$ cat config.mk
export PLATFORM = sky130hd
export DESIGN_NAME = obd2_ecu_responder
export DESIGN_NICKNAME = d
export VERILOG_FILES = /design/src/sv/obd_resp_pkg.sv /design/src/sv/obd_vehicle_state.sv /design/src/sv/obd_frame_gen.sv /design/src/sv/obd2_ecu_responder.sv
export SDC_FILE = /design/constraint.sdc
export NUM_CORES = 1
export LEC_CHECK = 0
export BUFFER_PORTS_ARGS = -buffer_cell sky130_fd_sc_hd__buf_2
export CAP_MARGIN = 20
export CORE_ASPECT_RATIO = 0.9
export CORE_UTILIZATION = 50
export DETAILED_ROUTE_END_ITERATION = 12
export PLACE_DENSITY = 0.7
export SYNTH_ARGS = -nofsm -noshare
export SYNTH_HDL_FRONTEND = slang
export SYNTH_SLANG_ARGS = --single-unit
$ cat constraint.sdc
create_clock -name clock -period 7.84 [get_ports clock]
set_clock_uncertainty 0.05 [all_clocks]
set_input_delay 0.784 -clock clock [delete_from_list [all_inputs] [get_ports clock]]
set_output_delay 0.784 -clock clock [all_outputs]
set_load 0.005 [all_outputs]
$ cat src/sv/obd_resp_pkg.sv
package obd_resp_pkg;

   localparam int DATA_BYTES = 8;

   localparam logic       OP_FRAME  = 1'b0;
   localparam logic       OP_UPDATE = 1'b1;
   localparam logic [10:0] QUERY_ID = 11'h7DF;

   localparam logic [7:0] MODE_LIVE  = 8'h01;
   localparam logic [7:0] MODE_DTC   = 8'h03;
   localparam logic [7:0] MODE_CLEAR = 8'h04;
   localparam logic [7:0] MODE_PEND  = 8'h07;
   localparam logic [7:0] MODE_INFO  = 8'h09;

   localparam logic [7:0] PID_SUPP_00 = 8'h00;
   localparam logic [7:0] PID_COOLANT = 8'h05;
   localparam logic [7:0] PID_RPM     = 8'h0C;
   localparam logic [7:0] PID_SPEED   = 8'h0D;
   localparam logic [7:0] PID_IAT     = 8'h0F;
   localparam logic [7:0] PID_MAF     = 8'h10;
   localparam logic [7:0] PID_STD     = 8'h1C;
   localparam logic [7:0] PID_SUPP_20 = 8'h20;
   localparam logic [7:0] PID_FUEL    = 8'h2F;

   localparam logic [7:0] INFO_SUPP = 8'h00;
   localparam logic [7:0] INFO_VIN  = 8'h02;
   localparam logic [7:0] INFO_CAL  = 8'h04;

   localparam logic [2:0] SEL_SPEED   = 3'd0;
   localparam logic [2:0] SEL_RPM     = 3'd1;
   localparam logic [2:0] SEL_COOLANT = 3'd2;
   localparam logic [2:0] SEL_FUEL    = 3'd3;
   localparam logic [2:0] SEL_MIL     = 3'd4;

   localparam logic CSR_IAT = 1'b0;
   localparam logic CSR_MAF = 1'b1;

   localparam logic signed [8:0] IAT_RESET     = 9'sd90;
   localparam logic [15:0]       MAF_RESET     = 16'd900;
   localparam logic [13:0]       RPM_RESET     = 14'd1000;
   localparam logic signed [8:0] COOLANT_RESET = 9'sd95;
   localparam logic [6:0]        FUEL_RESET    = 7'd100;

   // byte 0 in the lowest bits
   localparam logic [63:0] PIDS_00_FRAME = 64'h00_01_00_1F_88_00_41_06;
   localparam logic [63:0] PIDS_20_FRAME = 64'h00_00_00_02_80_20_41_06;
   localparam logic [63:0] STD_FRAME     = 64'h00_00_00_00_0A_1C_41_04;
   localparam logic [63:0] INFO_00_FRAME = 64'h00_00_00_28_28_00_49_06;

   localparam logic [135:0] VIN_ROM = "SCBZK25EXYC813876";
   localparam logic [135:0] CAL_ROM = "FW00116MHZ1111111";

   localparam logic [9:0]  TEMP_OFFSET = 10'd40;
   localparam logic [12:0] FUEL_RECIP  = 13'd5243;

   typedef struct packed {
      logic              operation;
      logic [10:0]       frame_id;
      logic [7:0]        service_mode;
      logic [7:0]        pid_code;
      logic [2:0]        value_select;
      logic signed [16:0] new_value;
   } obd_item_type;

   typedef struct packed {
      logic signed [8:0] intake_air_temp;
      logic [15:0]       air_flow_rate;
      logic [7:0]        vehicle_speed;
      logic [13:0]       engine_rpm;
      logic signed [8:0] coolant_temp;
      logic [6:0]        fuel_percent;
      logic              mil_on;
   } obd_vehicle_type;

   typedef struct packed {
      logic [DATA_BYTES-1:0][7:0] data;
      logic                       last;
   } obd_frame_type;

   function automatic logic [7:0] rom_char(input logic [135:0] rom, input int k);
      rom_char = rom[8*(16-k) +: 8];
   endfunction

endpackage

$ cat src/sv/obd_vehicle_state.sv
module obd_vehicle_state
   import obd_resp_pkg::*;
(
   input  logic            clock,
   input  logic            reset,
   input  logic            csr_we,
   input  logic            csr_index,
   input  logic [15:0]     csr_wdata,
   input  logic            commit,
   input  obd_item_type    item,
   output obd_vehicle_type vehicle
);

   logic signed [8:0] iat_ff, iat_in;
   logic [15:0]       maf_ff, maf_in;
   logic [7:0]        speed_ff, speed_in;
   logic [13:0]       rpm_ff, rpm_in;
   logic signed [8:0] coolant_ff, coolant_in;
   logic [6:0]        fuel_ff, fuel_in;
   logic              mil_ff, mil_in;
   logic signed [16:0] v;
   logic              is_update;
   logic              is_clear;

   assign v         = item.new_value;
   assign is_update = commit && (item.operation == OP_UPDATE);
   assign is_clear  = commit && (item.operation == OP_FRAME) && (item.frame_id == QUERY_ID)
                      && (item.service_mode == MODE_CLEAR);

   always_comb begin
      iat_in     = iat_ff;
      maf_in     = maf_ff;
      speed_in   = speed_ff;
      rpm_in     = rpm_ff;
      coolant_in = coolant_ff;
      fuel_in    = fuel_ff;
      mil_in     = mil_ff;
      if (csr_we) begin
         case (csr_index)
            CSR_IAT: iat_in = csr_wdata[8:0];
            CSR_MAF: maf_in = csr_wdata;
            default: ;
         endcase
      end
      if (is_clear) begin
         mil_in = 1'b0;
      end
      if (is_update) begin
         case (item.value_select)
            SEL_SPEED: begin
               if (v < 17'sd0)        speed_in = 8'd0;
               else if (v > 17'sd255) speed_in = 8'd255;
               else                   speed_in = v[7:0];
            end
            SEL_RPM: begin
               if (v < 17'sd0)          rpm_in = 14'd0;
               else if (v > 17'sd16383) rpm_in = 14'd16383;
               else                     rpm_in = v[13:0];
            end
            SEL_COOLANT: begin
               if (v < -17'sd40)      coolant_in = -9'sd40;
               else if (v > 17'sd215) coolant_in = 9'sd215;
               else                   coolant_in = v[8:0];
            end
            SEL_FUEL: begin
               if (v < 17'sd0)        fuel_in = 7'd0;
               else if (v > 17'sd100) fuel_in = 7'd100;
               else                   fuel_in = v[6:0];
            end
            SEL_MIL: mil_in = (v != 17'sd0);
            default: ;
         endcase
      end
   end

   always_ff @(posedge clock) begin
      if (reset) begin
         iat_ff     <= IAT_RESET;
         maf_ff     <= MAF_RESET;
         speed_ff   <= 8'd0;
         rpm_ff     <= RPM_RESET;
         coolant_ff <= COOLANT_RESET;
         fuel_ff    <= FUEL_RESET;
         mil_ff     <= 1'b0;
      end else begin
         iat_ff     <= iat_in;
         maf_ff     <= maf_in;
         speed_ff   <= speed_in;
         rpm_ff     <= rpm_in;
         coolant_ff <= coolant_in;
         fuel_ff    <= fuel_in;
         mil_ff     <= mil_in;
      end
   end

   assign vehicle.intake_air_temp = iat_ff;
   assign vehicle.air_flow_rate   = maf_ff;
   assign vehicle.vehicle_speed   = speed_ff;
   assign vehicle.engine_rpm      = rpm_ff;
   assign vehicle.coolant_temp    = coolant_ff;
   assign vehicle.fuel_percent    = fuel_ff;
   assign vehicle.mil_on          = mil_ff;

endmodule

$ cat src/sv/obd_frame_gen.sv
module obd_frame_gen
   import obd_resp_pkg::*;
(
   input  obd_item_type    item,
   input  obd_vehicle_type vehicle,
   input  logic [1:0]      frame_idx,
   output logic [1:0]      frame_count,
   output obd_frame_type   frame
);

   logic signed [9:0] coolant_ofs;
   logic signed [9:0] iat_ofs;
   logic [7:0]        coolant_byte;
   logic [7:0]        iat_byte;
   logic [14:0]       fuel_x255;
   logic [27:0]       fuel_prod;
   logic [15:0]       rpm_x4;
   logic [135:0]      rom;

   assign coolant_ofs = {vehicle.coolant_temp[8], vehicle.coolant_temp} + $signed(TEMP_OFFSET);
   assign iat_ofs     = {vehicle.intake_air_temp[8], vehicle.intake_air_temp}
                        + $signed(TEMP_OFFSET);

   always_comb begin
      if (coolant_ofs < 10'sd0)        coolant_byte = 8'd0;
      else if (coolant_ofs > 10'sd255) coolant_byte = 8'd255;
      else                             coolant_byte = coolant_ofs[7:0];
      if (iat_ofs < 10'sd0)            iat_byte = 8'd0;
      else if (iat_ofs > 10'sd255)     iat_byte = 8'd255;
      else                             iat_byte = iat_ofs[7:0];
   end

   // pct * 255 / 100 via reciprocal of 100 scaled by 2^19
   assign fuel_x255 = {vehicle.fuel_percent, 8'd0} - {8'd0, vehicle.fuel_percent};
   assign fuel_prod = fuel_x255 * FUEL_RECIP;
   assign rpm_x4    = {vehicle.engine_rpm, 2'b00};
   assign rom       = (item.pid_code == INFO_VIN) ? VIN_ROM : CAL_ROM;

   always_comb begin
      frame_count = 2'd0;
      frame       = '0;
      if (item.operation == OP_FRAME && item.frame_id == QUERY_ID) begin
         case (item.service_mode)
            MODE_LIVE: begin
               frame.last    = 1'b1;
               frame.data[0] = 8'd3;
               frame.data[1] = 8'h41;
               frame.data[2] = item.pid_code;
               frame_count   = 2'd1;
               case (item.pid_code)
                  PID_SUPP_00: frame.data = PIDS_00_FRAME;
                  PID_SUPP_20: frame.data = PIDS_20_FRAME;
                  PID_STD:     frame.data = STD_FRAME;
                  PID_COOLANT: frame.data[3] = coolant_byte;
                  PID_IAT:     frame.data[3] = iat_byte;
                  PID_SPEED:   frame.data[3] = vehicle.vehicle_speed;
                  PID_FUEL:    frame.data[3] = fuel_prod[26:19];
                  PID_RPM: begin
                     frame.data[0] = 8'd4;
                     frame.data[3] = rpm_x4[15:8];
                     frame.data[4] = rpm_x4[7:0];
                  end
                  PID_MAF: begin
                     frame.data[0] = 8'd4;
                     frame.data[3] = vehicle.air_flow_rate[15:8];
                     frame.data[4] = vehicle.air_flow_rate[7:0];
                  end
                  default: begin
                     frame_count = 2'd0;
                     frame       = '0;
                  end
               endcase
            end
            MODE_DTC, MODE_PEND: begin
               if (vehicle.mil_on) begin
                  frame_count   = 2'd1;
                  frame.last    = 1'b1;
                  frame.data[0] = 8'd6;
                  frame.data[1] = 8'h40 + item.service_mode;
                  frame.data[2] = 8'h02;
                  frame.data[3] = 8'h02;
                  frame.data[4] = 8'h61;
                  frame.data[5] = 8'h07;
               end
            end
            MODE_INFO: begin
               if (item.pid_code == INFO_SUPP) begin
                  frame_count = 2'd1;
                  frame.last  = 1'b1;
                  frame.data  = INFO_00_FRAME;
               end else if (item.pid_code == INFO_VIN || item.pid_code == INFO_CAL) begin
                  frame_count = 2'd3;
                  case (frame_idx)
                     2'd0: begin
                        frame.data[0] = 8'h10;
                        frame.data[1] = 8'd20;
                        frame.data[2] = 8'h49;
                        frame.data[3] = item.pid_code;
                        frame.data[4] = 8'd1;
                        for (int k = 0; k < 3; k++) begin
                           frame.data[5+k] = rom_char(rom, k);
                        end
                     end
                     2'd1: begin
                        frame.data[0] = 8'h21;
                        for (int k = 0; k < 7; k++) begin
                           frame.data[1+k] = rom_char(rom, 3 + k);
                        end
                     end
                     default: begin
                        frame.last    = 1'b1;
                        frame.data[0] = 8'h22;
                        for (int k = 0; k < 7; k++) begin
                           frame.data[1+k] = rom_char(rom, 10 + k);
                        end
                     end
                  endcase
               end
            end
            default: ;
         endcase
      end
   end

endmodule

$ cat src/sv/obd2_ecu_responder.sv
// OBD-II engine ECU responder. Each req beat is either a received CAN frame
// (tuser low) or an update of a stored vehicle value (tuser high). Frames
// addressed to the functional id 0x7DF are answered with 8-byte reply beats
// on rsp, tlast marking the last reply of a request. Items are held in one
// input register and replies built into one output register, so one item is
// taken per cycle unless rsp stalls a reply; a VIN or calibration-ID request
// holds the input register for its three reply frames. Updates, mode 4 and
// unanswered frames need no output slot. The csr port writes intake air temp
// (index 0, 9-bit signed) and MAF (index 1) and should only be used when idle.
module obd2_ecu_responder
   import obd_resp_pkg::*;
(
   input  logic        clock,
   input  logic        reset,
   input  logic        req_tvalid,
   output logic        req_tready,
   // frame_id, service_mode, pid_code, value_select, new_value, zero pad
   input  logic [47:0] req_tdata,
   // operation
   input  logic        req_tuser,
   output logic        rsp_tvalid,
   input  logic        rsp_tready,
   // frame_byte0 .. frame_byte7
   output logic [63:0] rsp_tdata,
   output logic        rsp_tlast,
   input  logic        csr_we,
   input  logic        csr_index,
   input  logic [15:0] csr_wdata
);

   obd_item_type    item_ff, item_in;
   logic            item_valid_ff, item_valid_in;
   logic [1:0]      idx_ff, idx_in;
   obd_frame_type   out_ff, out_in;
   logic            out_valid_ff, out_valid_in;

   obd_vehicle_type vehicle;
   obd_frame_type   frame;
   logic [1:0]      frame_count;
   logic            out_free;
   logic            advance;
   logic            done;
   logic            accept;

   obd_vehicle_state u_state (
      .clock     (clock),
      .reset     (reset),
      .csr_we    (csr_we),
      .csr_index (csr_index),
      .csr_wdata (csr_wdata),
      .commit    (done),
      .item      (item_ff),
      .vehicle   (vehicle)
   );

   obd_frame_gen u_frame (
      .item        (item_ff),
      .vehicle     (vehicle),
      .frame_idx   (idx_ff),
      .frame_count (frame_count),
      .frame       (frame)
   );

   assign out_free   = !out_valid_ff || rsp_tready;
   assign advance    = item_valid_ff && (frame_count == 2'd0 || out_free);
   assign done       = advance && (frame_count == 2'd0 || idx_ff == frame_count - 2'd1);
   assign req_tready = !item_valid_ff || done;
   assign accept     = req_tvalid && req_tready;

   always_comb begin
      item_in       = item_ff;
      item_valid_in = item_valid_ff;
      idx_in        = idx_ff;
      out_in        = out_ff;
      out_valid_in  = out_valid_ff;
      if (done) begin
         item_valid_in = 1'b0;
         idx_in        = 2'd0;
      end else if (advance) begin
         idx_in = idx_ff + 2'd1;
      end
      if (accept) begin
         item_valid_in         = 1'b1;
         item_in.operation     = req_tuser;
         item_in.frame_id      = req_tdata[10:0];
         item_in.service_mode  = req_tdata[18:11];
         item_in.pid_code      = req_tdata[26:19];
         item_in.value_select  = req_tdata[29:27];
         item_in.new_value     = req_tdata[46:30];
      end
      if (rsp_tready) begin
         out_valid_in = 1'b0;
      end
      if (advance && frame_count != 2'd0) begin
         out_valid_in = 1'b1;
         out_in       = frame;
      end
   end

   always_ff @(posedge clock) begin
      if (reset) begin
         item_valid_ff <= 1'b0;
         idx_ff        <= 2'd0;
         out_valid_ff  <= 1'b0;
      end else begin
         item_valid_ff <= item_valid_in;
         idx_ff        <= idx_in;
         out_valid_ff  <= out_valid_in;
      end
   end

   always_ff @(posedge clock) begin
      item_ff <= item_in;
      out_ff  <= out_in;
   end

   assign rsp_tvalid = out_valid_ff;
   assign rsp_tdata  = out_ff.data;
   assign rsp_tlast  = out_ff.last;

   a_idx_range: assert property (@(posedge clock) disable iff (reset)
      idx_ff != 2'd3)
      else $error("reply frame index out of range");

   a_accept_only_when_done: assert property (@(posedge clock) disable iff (reset)
      accept && item_valid_ff |-> done)
      else $error("item overwritten before completion");

   a_more_frames_pending: assert property (@(posedge clock) disable iff (reset)
      rsp_tvalid && !rsp_tlast |-> item_valid_ff)
      else $error("non-final reply with no request pending");

   a_clear_mil: assert property (@(posedge clock) disable iff (reset)
      done && !csr_we && item_ff.operation == OP_FRAME && item_ff.frame_id == QUERY_ID
      && item_ff.service_mode == MODE_CLEAR |=> !vehicle.mil_on)
      else $error("mil still on after clear request");

endmodule

* Word level (Yosys, flattened, before mapping) *
Index checks and enable logic that the tools add are counted.

storage, ports and cells
  register bits after elaboration = 181
  bits of input ports = 71
  output and inout bits = 67
  logic and storage cells = 143

operators by class
  add/sub/neg operators = 6
  multipliers = 1
  order comparisons = 10
  eq/ne operators = 22
  multiplexer cells = 39
  bitwise operators = 2
  reductions and logical operators = 38

operators by type and width
  cell                                                              count
  case mux 49 bit (3 select lines)                                  1
  2-to-1 mux 133 bit                                                1
  2-to-1 mux 65 bit                                                 2
  case mux 64 bit (2 select lines)                                  1
  case mux 8 bit (9 select lines)                                   1
  case mux 16 bit (4 select lines)                                  1
  2-to-1 mux 8 bit                                                  6
  2-to-1 mux 44 bit                                                 1
  greater-than comparator 17 x 9 -> 1 bit (second input constant)   2
  == test 8 x 3 -> 1 bit (second input constant)                    4
  == test 8 x 4 -> 1 bit (second input constant)                    4
  case mux 16 bit (2 select lines)                                  1
  case mux 8 bit (4 select lines)                                   1
  2-to-1 mux 14 bit                                                 2
  multiplier 15 x 13 -> 27 bit (second input constant)              1
  2-to-1 mux 9 bit                                                  3
  adder 9 x 7 -> 10 bit (second input constant)                     2
  greater-than comparator 10 x 9 -> 1 bit (second input constant)   2
  less-than comparator 10 x 1 -> 1 bit (second input constant)      2
  greater-than comparator 17 x 15 -> 1 bit (second input constant)  1
  greater-than comparator 17 x 8 -> 1 bit (second input constant)   1
  less-than comparator 17 x 1 -> 1 bit (second input constant)      1
  less-than comparator 17 x 7 -> 1 bit (second input constant)      1
  nonzero test 17 bit                                               1
  33 further kinds                                                  75

* Depth between registers and ports, before layout *
Gate-level depths: netlist (run 1).

  word-level depth = 16
  depth in mapped cells = 26
  gate-level depth less buffers = 25

* Modules after synthesis *
Synthesis (run 1) repeated with hierarchy kept, for this count alone.

unflattened totals
  cell total of the unflattened synthesis = 1,140
  area total of the unflattened synthesis = 11,607.4 um^2

by module, submodules not included
  module              times used  cells an instance  area an instance (um^2)  sequential area each (um^2)
  obd_frame_gen       1           665                5,260.0                  0.0
  obd2_ecu_responder  1           144                3,657.3                  3,473.3
  obd_vehicle_state   1           331                2,690.1                  1,281.2

* Worst setup path before layout (run 1) *
No wires, ideal clock.

  kind = reg-to-reg
  from = register u_state.fuel_ff[0]
  to = register out_ff, in the netlist rsp_tdata[31], data pin
  library setup time = 0.270 ns
  arrival = 6.346 ns
  required time = 7.520 ns
  path slack = 1.174 ns
  stages on the path, launching flop included = 25
  path buffers = 1
  period minus slack after synthesis = 6.666 ns
  cells stage by stage = dfxtp_1 -> clkbuf_1 -> inv_1 -> ha_1 -> nand2_1 -> nand3_1 -> o21ai_0 -> inv_1 -> fa_1 -> inv_1 -> ha_1 -> fa_1 -> fa_1 -> inv_1 -> fa_1 -> inv_1 -> ha_1 -> a2111oi_0 -> o21ai_0 -> a22oi_1 -> o2111ai_1 -> a211o_1 -> a21oi_1 -> xnor2_1 -> o22ai_1

on the way
  word-level cells in the longest chain between the ends = 4

RTL lines
  item                              RTL line                   text
  start: declaration                obd_vehicle_state.sv:19    logic [6:0] fuel_ff, fuel_in;
  start signal: assignment          obd_vehicle_state.sv:91    fuel_ff <= fuel_in;
  subtractor 15 x 7 -> 15 bit       obd_frame_gen.sv:34        assign fuel_x255 = {vehicle.fuel_percent, 8'd0} - {8'd0, vehicle.fuel_percent};
  multiplier 15 x 13 -> 27 bit      obd_frame_gen.sv:35        assign fuel_prod = fuel_x255 * FUEL_RECIP;
  case mux 8 bit (9 select lines)   obd_frame_gen.sv:50        case (item.pid_code)
  case mux 49 bit (3 select lines)  obd_frame_gen.sv:43        case (item.service_mode)
  end signal: assignment            obd2_ecu_responder.sv:114  out_ff <= out_in;
  end: declaration                  obd2_ecu_responder.sv:34   obd_frame_type out_ff, out_in;

No other way between the ends.
A chain may end at the register's enable or synchronous reset.

* Worst setup path in the final report (run 1) *
  from = register u_state.fuel_ff[2]
  to = register out_ff, in the netlist rsp_tdata[31], data pin

The elaborated chain is that of the path after synthesis.

==> results.txt, run 1 <==
Final Wtd Congestion -> 0.955
Setup crit end kind -> flop
Critical Path AT -> 6920 ps
Critical Path RT -> 7950 ps
Peak Freq -> 147 MHz
Worst reg2reg startpoint -> u_state.fuel_ff[2]$_SDFFE_PP1P_
Syn. warnings -> 0
Final Non-Filler Cells -> 1608
Finished Cell Area -> 13000 sq um
Combinational Power Share -> 18.3%
Post-synthesis register bit count -> 174
Mux cell area share after synthesis -> 0.521%
Final min period -> 6810 ps
Worst-Skew Late Latency -> 430 ps
Vias -> 9059
Setup TNS -> 0 ps
Post-CTS setup repair buffer count -> 0
Die span in y -> 146 um
Synth Area in XOR/XNOR -> 2.43%
Synth Area per Inst -> 9.73 sq um
Sink Count -> 174
Worst Hold End -> u_state.maf_ff[0]$_SDFFE_PP0P_
Total die area -> 23700 sq um
Clock network power share -> 37.2%
Dpl hpwl -> 21.4 mm
Area share of and/or/nand/nor cells after synthesis -> 13.9%
Layout area overhead -> 13.1%
P_int -> 1.65 mW
First-pass iteration count of the detailed router -> 6
Final #Nets -> 1541
CTS tree -> done
Maximum clock path buffer count -> 2
Wirelength, routed -> 27.7 mm
WHS Path Cells -> 2
Worst Setup Start Kind -> flop
Starting density of the core -> 51.1%
Commonest non-fill, non-tap cell in the layout -> inv_1
Setup crit start -> u_state.fuel_ff[2]$_SDFFE_PP1P_
FF-to-FF End -> rsp_tdata[31]$_SDFFCE_PN0P_
Least-Margin Pin Slew -> 1010 ps
First-pass GRT wire length -> 44.4 mm
Crit Path Class -> flop to flop
Post-synth EDFFs -> 106
Clock transition at path regs -> 70 ps
Endpoints failing setup -> 0
Number of CTS-inserted buffers -> 17
Vias in the first global route -> 8542
Layout cells sized above 1 -> 14.4%
Post-synth ARST share -> 0%
# hold bufs at CTS -> 0
Post-synth top flop -> edfxtp_1
Reg2Reg Depth -> 26
Mapped Cells -> 1185
Vias per cell -> 5.63
Sequential share of the synthesized area -> 39.4%
Final ANT Viol Nets -> 0
Cell area after synthesis -> 11500 sq um
Top area cells in the synthesized netlist -> edfxtp_1 (28%), dfxtp_1 (12%), ha_1 (12%)
Final Slew Violations -> 0
Root Driver -> clkbuf_16
Synth top area share -> 27.6%
H-tree depth reported by CTS -> 4
Core region area -> 22600 sq um
Area leader, netlist -> edfxtp_1
Post-synth cell types -> 69
Placed instance count -> 1573
Std cell rows -> 52
GRT Util Overall -> 24.2%
Seq pwr share -> 44.5%
Unrepaired setup endpoints after global routing -> no
Total grt overflow -> 0
Starting DRT DRC Count -> 954
Post-synthesis compound-gate area fraction -> 13.4%
Tcrit/Tclk final -> 86.9%
Leak pwr -> 5.50 nW
Adder-cell share of the synthesized area -> 22.9%
# resized after CTS -> 0
Initial antenna violation count -> 0
Chip Width -> 162 um
R2r setup slk -> 1030 ps
NetSw -> 650 uW
Cell area after placement -> 12400 sq um
Largest net degree at the start of global routing -> 59
Class of the worst hold path -> flop to flop
Sw Share -> 28.3%
Max FO, Critical Path -> 9
Most frequent cells in the layout -> inv_1 (154), buf_2 (131), ha_1 (107)
Final hold vios -> 0
Wire length per cell -> 17.2 um
Num ports -> 138
Run status -> completed
ANT cells -> 0
Main combinational cell family by area after synthesis -> adder cells
Drc violations -> 0
Port Buffers -> 130
Worst VDD drop -> 148 uV
Rel. slew slack -> 32.1%
Max_cap viols -> 0
Power Dens Cells -> 176 nW/um^2
Min-delay src -> u_state.maf_ff[0]$_SDFFE_PP0P_
## cell usage after synthesis (26+ instances only)
cell	count
nor2_1	88
nor3_1	26
a21oi_1	85
nand3_1	32
o21ai_0	83
inv_1	155
nand2_1	99
dfxtp_1	68
ha_1	107
edfxtp_1	106
fa_1	65
clkbuf_1	40
## state kept, by name, summed over array words and instances (netlist names)
signal / flops
u_state.rpm_ff: 14
rsp_tvalid: 1
u_state.mil_ff: 1
rsp_tdata: 57
u_state.fuel_ff: 7
u_state.maf_ff: 16
u_state.coolant_ff: 9
item_valid_ff: 1
idx_ff: 2
rsp_tlast: 1
u_state.iat_ff: 9
item_ff: 48
u_state.speed_ff: 8
## worst max path at each step
stage	to	slack (ps)	cells after the start
finish	rsp_tdata[31]$_SDFFCE_PN0P_	1030	26
global route	rsp_tdata[28]$_SDFFCE_PN0P_	530	26
CTS	rsp_tdata[31]$_SDFFCE_PN0P_	1010	26
detailed placement	rsp_tdata[31]$_SDFFCE_PN0P_	1010	22
global placement	rsp_tdata[31]$_SDFFCE_PN0P_	1100	22
floorplan	rsp_tdata[31]$_SDFFCE_PN0P_	1170	24
## metal layers
layer / routed length [um] / track usage (%) / vias up
met4: 460 / 5.90 / 0
li1: - / - / 4325
met2: 11900 / 35.6 / 416
met3: 2580 / 5.23 / 31
met5: 0 / 0 / -
met1: 12700 / 36.0 / 4287
## worst max-delay path: stages (launching register included)
cell       delay [ps]
dfxtp_1           420
nor2_1            380
nand2_1           140
nor2_1            130
buf_4             180
nor3_1             70
a21oi_1           460
xnor2_1           130
ha_1              210
a21o_1            150
ha_1              270
inv_1              50
fa_1              480
inv_1              60
fa_1              530
inv_1              60
fa_1              520
inv_1              40
ha_1              290
a2111oi_0         330
o21ai_0           160
a22oi_1           300
o2111ai_1         310
a211o_1           400
a21oi_1           180
xnor2_1           130
o22ai_1            90
## cell type report
class	instances	area [sq um]
Clock buffer	19	443
Multi-Input combinational cell	804	6170
Inverter	156	586
Clock inverter	13	158
Timing Repair Buffer	145	768
Fill cell	1918	9540
Sequential cell	174	4540
Tap cell	297	372
## stage by stage
| stage | setup slack [ps] | utilization, % | power, mW | hold slack (ps) |
|---|---|---|---|---|
| 2_1_floorplan | 1170 | - | 1.34 | 381 |
| 3_3_place_gp | 1100 | 55.0 | 1.45 | 392 |
| 3_5_place_dp | 1010 | 55.0 | 1.46 | 396 |
| 4_1_cts | 1010 | 57.6 | 2.30 | 406 |
| 5_1_grt | 526 | 57.7 | 2.41 | 419 |
| 6_report | 1030 | 57.7 | 2.30 | 409 |
## power by group through the flow
stage / logic (mW) / clock network [mW] / registers, mW
6_report: 0.421 / 0.855 / 1.02
5_1_grt: 0.485 / 0.898 / 1.02
4_1_cts: 0.422 / 0.860 / 1.02
3_5_place_dp: 0.419 / 0 / 1.04
3_3_place_gp: 0.408 / 0 / 1.04
2_1_floorplan: 0.314 / 0 / 1.03
## cells by family after synthesis
kind of cell | count (synthesis)
buffers and inverters | 213
DFF | 174
muxes | 6
and+or+nand+nor | 333
AOI/OAI and AO/OA | 254
adders and majority gates | 172
other | 1
xor gates and xnor gates | 32
No activity file was read; power rests on OpenSTA's default activity.
==> run 2: changes to the inputs <==
--- a/config.mk
+++ b/config.mk
@@ -9,6 +9,7 @@
 export CAP_MARGIN = 20
 export CORE_ASPECT_RATIO = 0.9
 export CORE_UTILIZATION = 50
+export CTS_BUF_LIST = sky130_fd_sc_hd__clkbuf_4 sky130_fd_sc_hd__clkbuf_8
 export DETAILED_ROUTE_END_ITERATION = 12
 export PLACE_DENSITY = 0.7
 export SYNTH_ARGS = -nofsm -noshare
==> run 2 against run 1 <==
Clock power is 24% lower. Register-to-register slack hardly changed. Fmax is 0.12% lower. Sequential share of layout area is 0.51 points higher. Largest cell class unchanged.
==> results.txt, run 2 (same netlist as run 1, synthesis figures left out) <==
Worst reg2reg startpoint -> u_state.fuel_ff[2]$_SDFFE_PP1P_ (unchanged)
Fin util -> 56.9% (was 57.7%)
# resized after CTS -> 0 (unchanged)
Vias in the first global route -> 8525 (was 8542)
Crit Path Class -> flop to flop (unchanged)
Wire length per cell -> 17.1 um (was 17.2 um)
Final Slew Violations -> 0 (unchanged)
Clock transition at path regs -> 100 ps (was 70 ps)
Leak pwr -> 5.41 nW (was 5.50 nW)
# hold bufs at CTS -> 0 (unchanged)
Sink Count -> 174 (unchanged)
Worst Setup Start Kind -> flop (unchanged)
Worst VDD drop -> 132 uV (was 148 uV)
Hold WS -> 412 ps (was 409 ps)
First-pass GRT wire length -> 44.4 mm (about the same)
Largest register FFs -> 57 (unchanged)
Rel. slew slack -> 33.4% (was 32.1%)
Peak Freq -> 147 MHz (about the same)
Starting density of the core -> 51.1% (unchanged)
Maximum clock path buffer count -> 2 (unchanged)
First-pass iteration count of the detailed router -> 6 (unchanged)
Initial antenna violation count -> 0 (unchanged)
Root Driver -> clkbuf_8 (was clkbuf_16)
Std cell rows -> 52 (unchanged)
Max FO, Critical Path -> 9 (unchanged)
Total grt overflow -> 0 (unchanged)
Commonest non-fill, non-tap cell in the layout -> inv_1 (unchanged)
Layout cells sized above 1 -> 14.5% (was 14.4%)
H-tree depth reported by CTS -> 4 (unchanged)
Port Buffers -> 130 (unchanged)
Setup crit start -> u_state.fuel_ff[2]$_SDFFE_PP1P_ (unchanged)
Final hold vios -> 0 (unchanged)
Dpl hpwl -> 21.4 mm (unchanged)
Worst-Skew Late Latency -> 470 ps (was 430 ps)
Max_cap viols -> 0 (unchanged)
Cell area after placement -> 12400 sq um (unchanged)
Unrepaired setup endpoints after global routing -> no (unchanged)
Critical Path RT -> 8000 ps (was 7950 ps)
Finished Cell Area -> 12800 sq um (was 13000 sq um)
Starting DRT DRC Count -> 822 (was 954)
Final #Nets -> 1541 (unchanged)
GRT Util Overall -> 24.1% (was 24.2%)
Least-Margin Pin Slew -> 993 ps (was 1010 ps)
Wirelength, routed -> 27.6 mm (was 27.7 mm)
Final ANT Viol Nets -> 0 (unchanged)
Tcrit/Tclk final -> 87.0% (was 86.9%)
Post-CTS setup repair buffer count -> 0 (unchanged)
Power Dens Cells -> 163 nW/um^2 (was 176 nW/um^2)
Final min period -> 6820 ps (was 6810 ps)
Endpoints failing setup -> 0 (unchanged)
Num ports -> 138 (unchanged)
Setup crit end kind -> flop (unchanged)
Critical Path AT -> 6970 ps (was 6920 ps)
Chip Width -> 162 um (unchanged)
Class of the worst hold path -> flop to flop (unchanged)
Die span in y -> 146 um (unchanged)
Largest net degree at the start of global routing -> 59 (unchanged)
Min-delay src -> u_state.iat_ff[2]$_SDFFE_PP0P_ (was u_state.maf_ff[0]$_SDFFE_PP0P_)
CTS tree -> done (unchanged)
Core region area -> 22600 sq um (unchanged)
Total die area -> 23700 sq um (unchanged)
Most frequent cells in the layout -> inv_1 (154), buf_2 (131), ha_1 (107) (unchanged)
ANT cells -> 0 (unchanged)
Setup TNS -> 0 ps (unchanged)
Vias per cell -> 5.68 (was 5.63)
Vias -> 9136 (was 9059)
Layout area overhead -> 11.5% (was 13.1%)
Final Wtd Congestion -> 0.955 (unchanged)
Number of CTS-inserted buffers -> 17 (unchanged)
Drc violations -> 0 (unchanged)
Run status -> completed (unchanged)
run 2: routing by layer:
layer / track usage, % / routed length (um) / up-vias
met5: 0 / 0 / -
met3: 4.91 / 2590 / 46
li1: - / - / 4324
met4: 6.98 / 539 / 0
met2: 35.1 / 11800 / 426
met1: 36.1 / 12600 / 4340
run 2: metrics by stage:
stage	setup WS, ps	cells	total power, mW
final	1020	1608	2.09
after global routing	513	1608	2.20
after CTS	997	1605	2.09
after detailed placement	1010	1573	1.46
after global placement	1100	1573	1.45
after floorplan	1170	1191	1.34
run 2: worst max-delay path, stage by stage (launching register included):
cell       delay (ps)
dfxtp_1           430
nor2_1            390
nand2_1           140
nor2_1            130
buf_4             180
nor3_1             70
a21oi_1           460
xnor2_1           130
ha_1              210
a21o_1            150
ha_1              270
inv_1              50
fa_1              480
inv_1              60
fa_1              530
inv_1              60
fa_1              520
inv_1              40
ha_1              290
a2111oi_0         330
o21ai_0           160
a22oi_1           300
o2111ai_1         310
a211o_1           400
a21oi_1           180
xnor2_1           130
o22ai_1            90
run 2: path summary, 6_finish.rpt:
check / slack, ps / to / depth (start not counted)
max: 1020 / rsp_tdata[31]$_SDFFCE_PN0P_ / 26
min: 410 / u_state.iat_ff[2]$_SDFFE_PP0P_ / 2
max reg2reg: 1020 / rsp_tdata[31]$_SDFFCE_PN0P_ / 26
min reg2reg: 410 / u_state.iat_ff[2]$_SDFFE_PP0P_ / 2
run 2: power by group:
part | total, mW | internal, mW | switching, mW
logic | 0.421 | 0.170 | 0.250
registers | 1.02 | 0.992 | 0.0287
clock network | 0.648 | 0.302 | 0.346
total | 2.09 | 1.46 | 0.625
run 2: cell type report:
| cell class | count | area, sq um |
|---|---|---|
| fill | 1948 | 9730 |
| multi-input combinational | 804 | 6170 |
| sequential | 174 | 4540 |
| timing repair buffer | 145 | 768 |
| inverter | 156 | 586 |
| tap | 297 | 372 |
| clock buffer | 19 | 255 |
| clock inverter | 13 | 158 |
==> run 3: changes to the inputs <==
--- a/config.mk
+++ b/config.mk
@@ -5,8 +5,8 @@
 export SDC_FILE = /design/constraint.sdc
 export NUM_CORES = 1
 export LEC_CHECK = 0
+export ABC_AREA = 1
 export BUFFER_PORTS_ARGS = -buffer_cell sky130_fd_sc_hd__buf_2
-export CAP_MARGIN = 20
 export CORE_ASPECT_RATIO = 0.9
 export CORE_UTILIZATION = 50
 export CTS_BUF_LIST = sky130_fd_sc_hd__clkbuf_4 sky130_fd_sc_hd__clkbuf_8
==> run 3 against run 2 <==
Combinational power is 140% higher. Non-clock buffer count is 8 lower. Sequential share of layout area is 1.9 points lower. Cell area is 5.7% higher. Synthesized area is 6.1% higher. Worst setup slack better by 89 ps. Critical path type unchanged. Critical endpoint unchanged. Largest cell class unchanged. Largest power group unchanged.
==> results.txt, run 3 <==
Run status -> completed (unchanged)
Unrepaired setup endpoints after global routing -> no (unchanged)
Final WS setup -> 1110 ps (was 1020 ps)
Max_cap viols -> 0 (unchanged)
Max FO, Critical Path -> 8 (was 9)
Chip Width -> 167 um (was 162 um)
# hold bufs at CTS -> 0 (unchanged)
Rel. slew slack -> 28.2% (was 33.4%)
Cell area after synthesis -> 12200 sq um (was 11500 sq um)
Worst Setup Start Kind -> flop (unchanged)
Total grt overflow -> 0 (unchanged)
Min-delay src -> req_tdata[36] (was u_state.iat_ff[2]$_SDFFE_PP0P_)
Critical Path AT -> 6890 ps (was 6970 ps)
Top area cells in the synthesized netlist -> edfxtp_1 (26%), dfxtp_1 (11%), ha_1 (11%) (was edfxtp_1 (28%), dfxtp_1 (12%), ha_1 (12%))
Std cell rows -> 53 (was 52)
WHS Path Cells -> 1 (was 2)
Least-Margin Pin Slew -> 1070 ps (was 993 ps)
Area leader, netlist -> edfxtp_1 (unchanged)
Final Wtd Congestion -> 0.985 (was 0.955)
Sequential share of the synthesized area -> 37.1% (was 39.4%)
Worst slack at placement -> 1160 ps (was 1010 ps)
Top delay family on crit path -> adder cells (was compound AO/OA/AOI/OAI gates)
Post-CTS setup repair buffer count -> 0 (unchanged)
FF-to-FF End -> rsp_tdata[31]$_SDFFCE_PN0P_ (unchanged)
# resized after CTS -> 0 (unchanged)
Reg2Reg Depth -> 26 (unchanged)
Top cell by count, worst path -> nand2_1 (was inv_1)
Setup crit end kind -> flop (unchanged)
H-tree depth reported by CTS -> 4 (unchanged)
Vias in the first global route -> 9413 (was 8525)
Layout area overhead -> 11.0% (was 11.5%)
Wire length per cell -> 15.6 um (was 17.1 um)
Tcrit/Tclk final -> 85.8% (was 87.0%)
Final ANT Viol Nets -> 0 (unchanged)
Power Dens Cells -> 196 nW/um^2 (was 163 nW/um^2)
Commonest cells post-synth -> inv_1 (264), nand2_1 (263), nor2_1 (177) (was inv_1 (155), ha_1 (107), edfxtp_1 (106))
Synth Area per Inst -> 8.48 sq um (was 9.73 sq um)
GRT Util Overall -> 24.5% (was 24.1%)
Number of CTS-inserted buffers -> 17 (unchanged)
Sink Count -> 174 (unchanged)
Endpoints failing setup -> 0 (unchanged)
Worst reg2reg startpoint -> u_state.fuel_ff[0]$_SDFFE_PP0P_ (was u_state.fuel_ff[2]$_SDFFE_PP1P_)
Post-synthesis register bit count -> 174 (unchanged)
Wirelength, routed -> 29.5 mm (was 27.6 mm)
Starting DRT DRC Count -> 842 (was 822)
Total die area -> 25100 sq um (was 23700 sq um)
Maximum clock path buffer count -> 2 (unchanged)
Worst VDD drop -> 121 uV (was 132 uV)
ANT cells -> 0 (unchanged)
First-pass GRT wire length -> 47.7 mm (was 44.4 mm)
CTS tree -> done (unchanged)
Final min period -> 6730 ps (was 6820 ps)
Num ports -> 138 (unchanged)
Worst-Skew Late Latency -> 480 ps (was 470 ps)
Synth top area share -> 26.0% (was 27.6%)
Critical path buffers and inverters -> 4 (was 5)
Vias -> 9895 (was 9136)
Starting density of the core -> 51.7% (was 51.1%)
Root Driver -> clkbuf_8 (unchanged)
Final hold vios -> 0 (unchanged)
Most common cell in the synthesized netlist -> inv_1 (unchanged)
Final Slew Violations -> 0 (unchanged)
Worst Hold End -> item_ff[6]$_DFFE_PP_ (was u_state.iat_ff[2]$_SDFFE_PP0P_)
Peak Freq -> 149 MHz (was 147 MHz)
Die span in y -> 150 um (was 146 um)
Vias per cell -> 5.23 (was 5.68)
Layout cells sized above 1 -> 13.5% (was 14.5%)
Class of the worst hold path -> input pin to flop (was flop to flop)
Max incr delay on CP -> 570 ps (was 530 ps)
Post-synth EDFFs -> 106 (unchanged)
Post-synth cell types -> 58 (was 69)
Drc violations -> 0 (unchanged)
Setup TNS -> 0 ps (unchanged)
Initial antenna violation count -> 0 (unchanged)
CP max stage cell -> xnor2_2 (was fa_1)
Post-synth top flop -> edfxtp_1 (unchanged)
Commonest non-fill, non-tap cell in the layout -> nand2_1 (was inv_1)
R2r setup slk -> 1110 ps (was 1020 ps)
Fill count -> 2155 (was 1948)
Largest register FFs -> 57 (unchanged)
Critical Path RT -> 8000 ps (about the same)
Port Buffers -> 130 (unchanged)
Core region area -> 23700 sq um (was 22600 sq um)
Mapped Cells -> 1443 (was 1185)
Hold WS -> 419 ps (was 412 ps)
Largest net degree at the start of global routing -> 67 (was 59)
Final #Nets -> 1819 (was 1541)
Post-synth ARST share -> 0% (unchanged)
Dpl hpwl -> 24.1 mm (was 21.4 mm)
Most frequent cells in the layout -> nand2_1 (263), inv_1 (262), nor2_1 (177) (was inv_1 (154), buf_2 (131), ha_1 (107))
Syn. warnings -> 0 (unchanged)
Crit Path Class -> flop to flop (unchanged)
Clock transition at path regs -> 110 ps (was 100 ps)
Leak pwr -> 6.57 nW (was 5.41 nW)
First-pass iteration count of the detailed router -> 5 (was 6)
-- run 3: cell count changes after synthesis, moves of 18 or more --
cell      change
nand2_1     +164
inv_1       +109
nor2_1       +89
nand3_1      +37
clkbuf_1     -30
xnor2_1      -20
o21ai_0      -19
or4_1        -18
-- run 3: worst max path at each step --
stage	cells past startpoint	slack [ps]	to	from
global route	26	550	rsp_tdata[31]$_SDFFCE_PN0P_	u_state.fuel_ff[0]$_SDFFE_PP0P_
floorplan	26	1880	rsp_tdata[24]$_SDFFCE_PN0P_	u_state.fuel_ff[0]$_SDFFE_PP0P_
detailed placement	26	1160	rsp_tdata[31]$_SDFFCE_PN0P_	u_state.fuel_ff[0]$_SDFFE_PP0P_
global placement	27	1210	rsp_tdata[31]$_SDFFCE_PN0P_	u_state.fuel_ff[0]$_SDFFE_PP0P_
CTS	26	1120	rsp_tdata[31]$_SDFFCE_PN0P_	u_state.fuel_ff[0]$_SDFFE_PP0P_
finish	26	1110	rsp_tdata[31]$_SDFFCE_PN0P_	u_state.fuel_ff[0]$_SDFFE_PP0P_
-- run 3: area by class of cell --
type / count / area (sq um) / area share (%)
Multi-Input combinational cell: 974 / 6530 / 48.1
Timing Repair Buffer: 137 / 703 / 5.18
Clock inverter: 15 / 168 / 1.23
Inverter: 272 / 1020 / 7.52
Tap cell: 302 / 378 / 2.78
Clock buffer: 17 / 234 / 1.72
Sequential cell: 174 / 4540 / 33.5
-- run 3: through the flow --
step           util (%)  instances  cell area (sq um)  power [mW]
2_1_floorplan         -       1449              12300        1.80
3_3_place_gp       55.7       1859              13200        2.04
3_5_place_dp       55.7       1859              13200        2.05
4_1_cts            57.4       1891              13600        2.68
5_1_grt            57.4       1891              13600        2.89
6_report           57.4       1891              13600        2.66
-- run 3: cell families after synthesis --
logic type,share of synthesized area (%)
xor gates and xnor gates,1.42
adders and majority gates,21.6
and+or+nand+nor,21.4
buffers and inverters,9.74
other,0.0307
DFF,37.1
muxes,0.0818
AOI/OAI and AO/OA,8.59
-- run 3: worst register-to-register path, cell delays in order (launching register included) --
cell       delay [ps]
dfxtp_1           550
inv_1             230
ha_1              280
nand2_1            70
nor2_1             70
nand2_1           130
nand2_1           110
nor3_2            180
nand2_1           130
xnor2_2           570
fa_1              540
ha_1              310
fa_1              480
inv_1              60
fa_1              510
fa_1              560
inv_1              50
ha_1              320
nand2_1           110
o21ai_0           330
nor2_1             90
o2111ai_1         350
a21oi_1           150
inv_1              80
nand2_1            50
nand3_1            60
a21oi_1            60
-- run 3: routing by layer --
layer | wire, um | GRT usage, %
met5 | 0 | 0
met1 | 14300 | 35.4
met4 | 465 | 5.60
met3 | 2250 | 6.86
met2 | 12500 | 36.4
-- run 3: power breakdown --
part           switching [mW]  internal (mW)  leakage (nW)
Clock                   0.385          0.243         0.198
Combinational           0.644          0.372          4.90
Sequential             0.0227          0.995          1.48
Total                    1.05           1.61          6.57
